### config.mk
export PLATFORM = sky130hd
export DESIGN_NAME = ccr_div
export DESIGN_NICKNAME = d
export VERILOG_FILES = /design/src/ccr_div.sv
export SDC_FILE = /design/constraint.sdc
export NUM_CORES = 1
export LEC_CHECK = 0
export BUFFER_PORTS_ARGS = -buffer_cell sky130_fd_sc_hd__buf_2
export CAP_MARGIN = 15
export CELL_PAD_IN_SITES_DETAIL_PLACEMENT = 0
export CELL_PAD_IN_SITES_GLOBAL_PLACEMENT = 1
export CORE_MARGIN = 2
export CORE_UTILIZATION = 44
export DETAILED_ROUTE_END_ITERATION = 8
export PLACE_DENSITY_LB_ADDON = 0.05
export SKIP_LAST_GASP = 1
export SYNTH_ARGS = -nofsm -noshare
export SYNTH_HDL_FRONTEND = slang
export SYNTH_SLANG_ARGS = --single-unit
export TNS_END_PERCENT = 100
### constraint.sdc
create_clock -name clk -period 4.9 [get_ports clk]
set_input_delay 0.245 -clock clk [delete_from_list [all_inputs] [get_ports clk]]
set_output_delay 0.245 -clock clk [all_outputs]
set_load 0.1 [all_outputs]
### src/ccr_div.sv
// Restoring divider, one quotient bit per cycle, for the interpolation step.
// No dependencies. Requires num < den << QW.
module ccr_div #(
	parameter int NW = 42,
	parameter int DW = 35,
	parameter int QW = 15
) (
	input  logic          clk,
	input  logic          arst_n,
	input  logic          start,
	input  logic [NW-1:0] num,
	input  logic [DW-1:0] den,
	output logic          done,
	output logic [QW-1:0] quo,
	output logic [DW-1:0] rem
);
	localparam int SW = (NW > DW + QW - 1) ? NW : DW + QW - 1;
	localparam int CW = $clog2(QW);

	logic          busy_q;
	logic          done_q;
	logic [CW-1:0] cnt_q;
	logic [SW-1:0] rem_q;
	logic [SW-1:0] dsh_q;
	logic [QW-1:0] quo_q;
	logic          fits;

	assign fits = rem_q >= dsh_q;

	always_ff @(posedge clk or negedge arst_n) begin
		if (!arst_n) begin
			busy_q <= 1'b0;
			done_q <= 1'b0;
			cnt_q  <= '0;
		end else begin
			done_q <= 1'b0;
			if (start) begin
				busy_q <= 1'b1;
				cnt_q  <= CW'(QW - 1);
			end else if (busy_q) begin
				if (cnt_q == '0) begin
					busy_q <= 1'b0;
					done_q <= 1'b1;
				end else begin
					cnt_q <= cnt_q - CW'(1);
				end
			end
		end
	end

	always_ff @(posedge clk) begin
		if (start) begin
			rem_q <= SW'(num);
			dsh_q <= SW'(den) << (QW - 1);
			quo_q <= '0;
		end else if (busy_q) begin
			if (fits) begin
				rem_q <= rem_q - dsh_q;
			end
			quo_q <= {quo_q[QW-2:0], fits};
			dsh_q <= dsh_q >> 1;
		end
	end

	assign done = done_q;
	assign quo  = quo_q;
	assign rem  = rem_q[DW-1:0];
endmodule

==> flow_summary.toml <==
[outcome]
status = "complete, no violations"

[global_route]
grt_overflow = 0
grt_pass1_vias = 6500
track_usage_pct = 20.74
grt_max_degree = 105
grt_antenna_before_repair = 0
grt_pass1_wl_mm = 32.75

[final_layout]
drive_gt1_share_pct = 19.53
final_nets = 1091
diodes = 0
fill_cells = 1740
multi_input_area_um2 = 4177
syn_to_final_growth_pct = 14.83
utilization_pct = 51.45
regArea_um2 = 3184
finalInstanceArea_um2 = 9243

[clock_network]
clk_latency_ns = 0.42
numClockSinks = 119
cts_max_level = 4
cts_root_buf = "clkbuf_16"
cts_tree = "done"
cts_buffers = 17
clkTransAtPathRegs_ns = 0.06
cts_setup_buffers = 0
cts_buffer_depth = 2

[power_and_ir_drop]
power_uw = 5109
clock_power_share_pct = 25.8
swShare_pct = 44.23
p_comb_share_pct = 47.9
power_density_nw_per_um2 = 552.7
netSwitchingPower_uw = 2260
p_int_uw = 2849
power_frac_seq_pct = 26.3
power.leakage_uw = 0.004193
vdd_ir_drop_max_mv = 0.4033

[timing]
clock_skew_ns = 0.01283
rsz0062_at_grt = "no"
setup_violations = 0
slew_headroom_pct = 30.62
final_hold_viol_count = 0
finalSetupTns_ns = 0
slew_viol_final = 0
fmax_ghz = 0.2679
period_minus_slack_ns = 3.732
tightest_slew_ns = 1.041
setup_ws_ns = 1.168
period_share_pct = 76.16

[logic_synthesis]
synth_area_leaders = "edfxtp_1 (29%), dfxtp_1 (9.0%), ha_1 (7.8%), nand2_1 (5.4%), mux2i_1 (4.0%)"
synthTopCellsByCount = "nand2_1 (115), edfxtp_1 (77), inv_1 (64)"
yosysMostFrequentCell = "nand2_1"
synth.top_cell.area_share_pct = 28.73
syn-num-nets = 1013
netlist_area_um2 = 8049
ys_seq_area_share_pct = 39.55
ys_async_sr_fraction_pct = 5.042
synth_seq_cells = 119
synth_area_per_cell_um2 = 9.126
ys.flop_type = "edfxtp_1"
synth_edf_count = 77
synth_cell_type_count = 72
synth.largest_area_cell = "edfxtp_1"
syn_inst = 882
yosys_warnings = 0

[die]
start_util_pct = 44.81
io_pins = 131
fp.dieArea_um2 = 19390
die_h_um = 139.3
die_w_um = 139.3
core_area_um2 = 17960
row_count = 49

[placed_design]
place_hpwl_mm = 14.59
pre_cts_slack_ns = 1.167
place_area_um2 = 8597
gp_congestion = 0.8548
io_buffer_count = 130

[route]
drtPass1Iterations = 5
drtIter0Drc = 393
drt-total-wl_mm = 19.67
drcViolationCount = 0
wl_per_cell_um = 16.37
final_antenna_net_count = 0
via_per_inst = 5.442
num_vias = 6541

[setup_path]
critPathCaptureType = "flip-flop"
worstPathRequired_ns = 4.96
critPathLaunchType = "flip-flop"
cp_data_arrival_time_ns = 3.79
critical_path_class = "flip-flop to flip-flop"
crit_fanout = 29
r2r_cells = 11

[worst_hold_path]
holdPathStages = 3
hp-class = "primary input to flip-flop"

[job]
maxCapViolCount = 0
==> area by class of cell <==
type,instances,area share [%]
clock buffer,24,6.146
clock inverter,8,0.7310
inverter,65,2.640
multi-input combinational,619,45.19
sequential,119,34.45
tap,229,3.100
timing repair buffer,138,7.743
==> flip-flops by register name, summed over array words and instances (netlist names) <==
register and count:
busy_q 1, cnt_q 4, done 1, dsh_q 49, quo 15, rem_q 49
==> critical path, stage by stage, from the launching register on <==
cell and delay [ns]:
edfxtp_1 0.40, ha_1 0.45, nand4_1 0.18, or3_1 0.42, a211oi_2 0.20, nor3_2 0.12, a21oi_2 0.27, a41oi_2 0.24
a41oi_4 0.46, nor2_2 0.10, inv_1 0.11, buf_4 0.42
==> metrics by stage <==
step	cells	hold slack (ns)
finish	1202	0.09356
global route	1202	0.08236
CTS	1202	0.07768
detailed placement	1169	0.07650
global placement	1169	0.07170
floorplan	882	-0.05059
==> cells in the final DEF, fill, tap and decap left out, types with 31 or more instances in the layout <==
master,netlist,layout
dfxtp_1,36,36
o21ai_0,57,57
nor2_1,58,58
mux2i_1,32,32
buf_2,8,129
edfxtp_1,77,77
a21oi_1,42,42
ha_1,50,50
inv_1,64,64
nand2_1,115,115
o31ai_1,31,31
==> routing by layer <==
metal | up-vias | track usage, % | part of all wire (%) | wire (um)
met5 | - | 0 | 0 | 0
met4 | 0 | 6.911 | 1.7 | 328
met3 | 27 | 4.233 | 4.4 | 856
met2 | 153 | 31.94 | 45 | 8895
met1 | 3067 | 29.28 | 49 | 9592
li1 | 3294 | - | - | -
==> cell families after synthesis <==
logic type      share of synthesized area [%]
fa+ha+maj                               8.021
simple gates                            13.45
mux                                     4.259
xor+xnor                                4.897
buf+inv                                 8.565
compound gates                          21.27
flops                                   39.55
==> power groups by stage <==
stage	logic, uW	clock network (uW)	registers, uW
final	2450	1320	1350
after global routing	2670	1390	1360
after CTS	2450	1340	1350
after detailed placement	2440	0	1370
after global placement	2430	0	1360
after floorplan	2080	0	1360
==> timing repair <==
action / CTS / global route
endpoints found under the hold margin: 6 / 0
gates resized for setup: 0 / 0
hold buffers: 1 / 0
==> worst paths after layout <==
check                      slack, ns              startpoint                      to
setup / recovery                1.17     rem_q[11]$_DFFE_PP_     rem_q[27]$_DFFE_PP_
hold / removal                  0.09                 den[24]     dsh_q[38]$_DFFE_PP_
setup reg to reg                1.17     rem_q[11]$_DFFE_PP_     rem_q[27]$_DFFE_PP_
hold reg to reg                 0.48  rem_q[45]$_SDFFE_PP0P_  rem_q[45]$_SDFFE_PP0P_
max in group asynchronous       4.58                  arst_n        busy_q$_DFF_PN0_
min in group asynchronous       0.16                  arst_n          done$_DFF_PN0_
(Power assumes the default switching activity.)
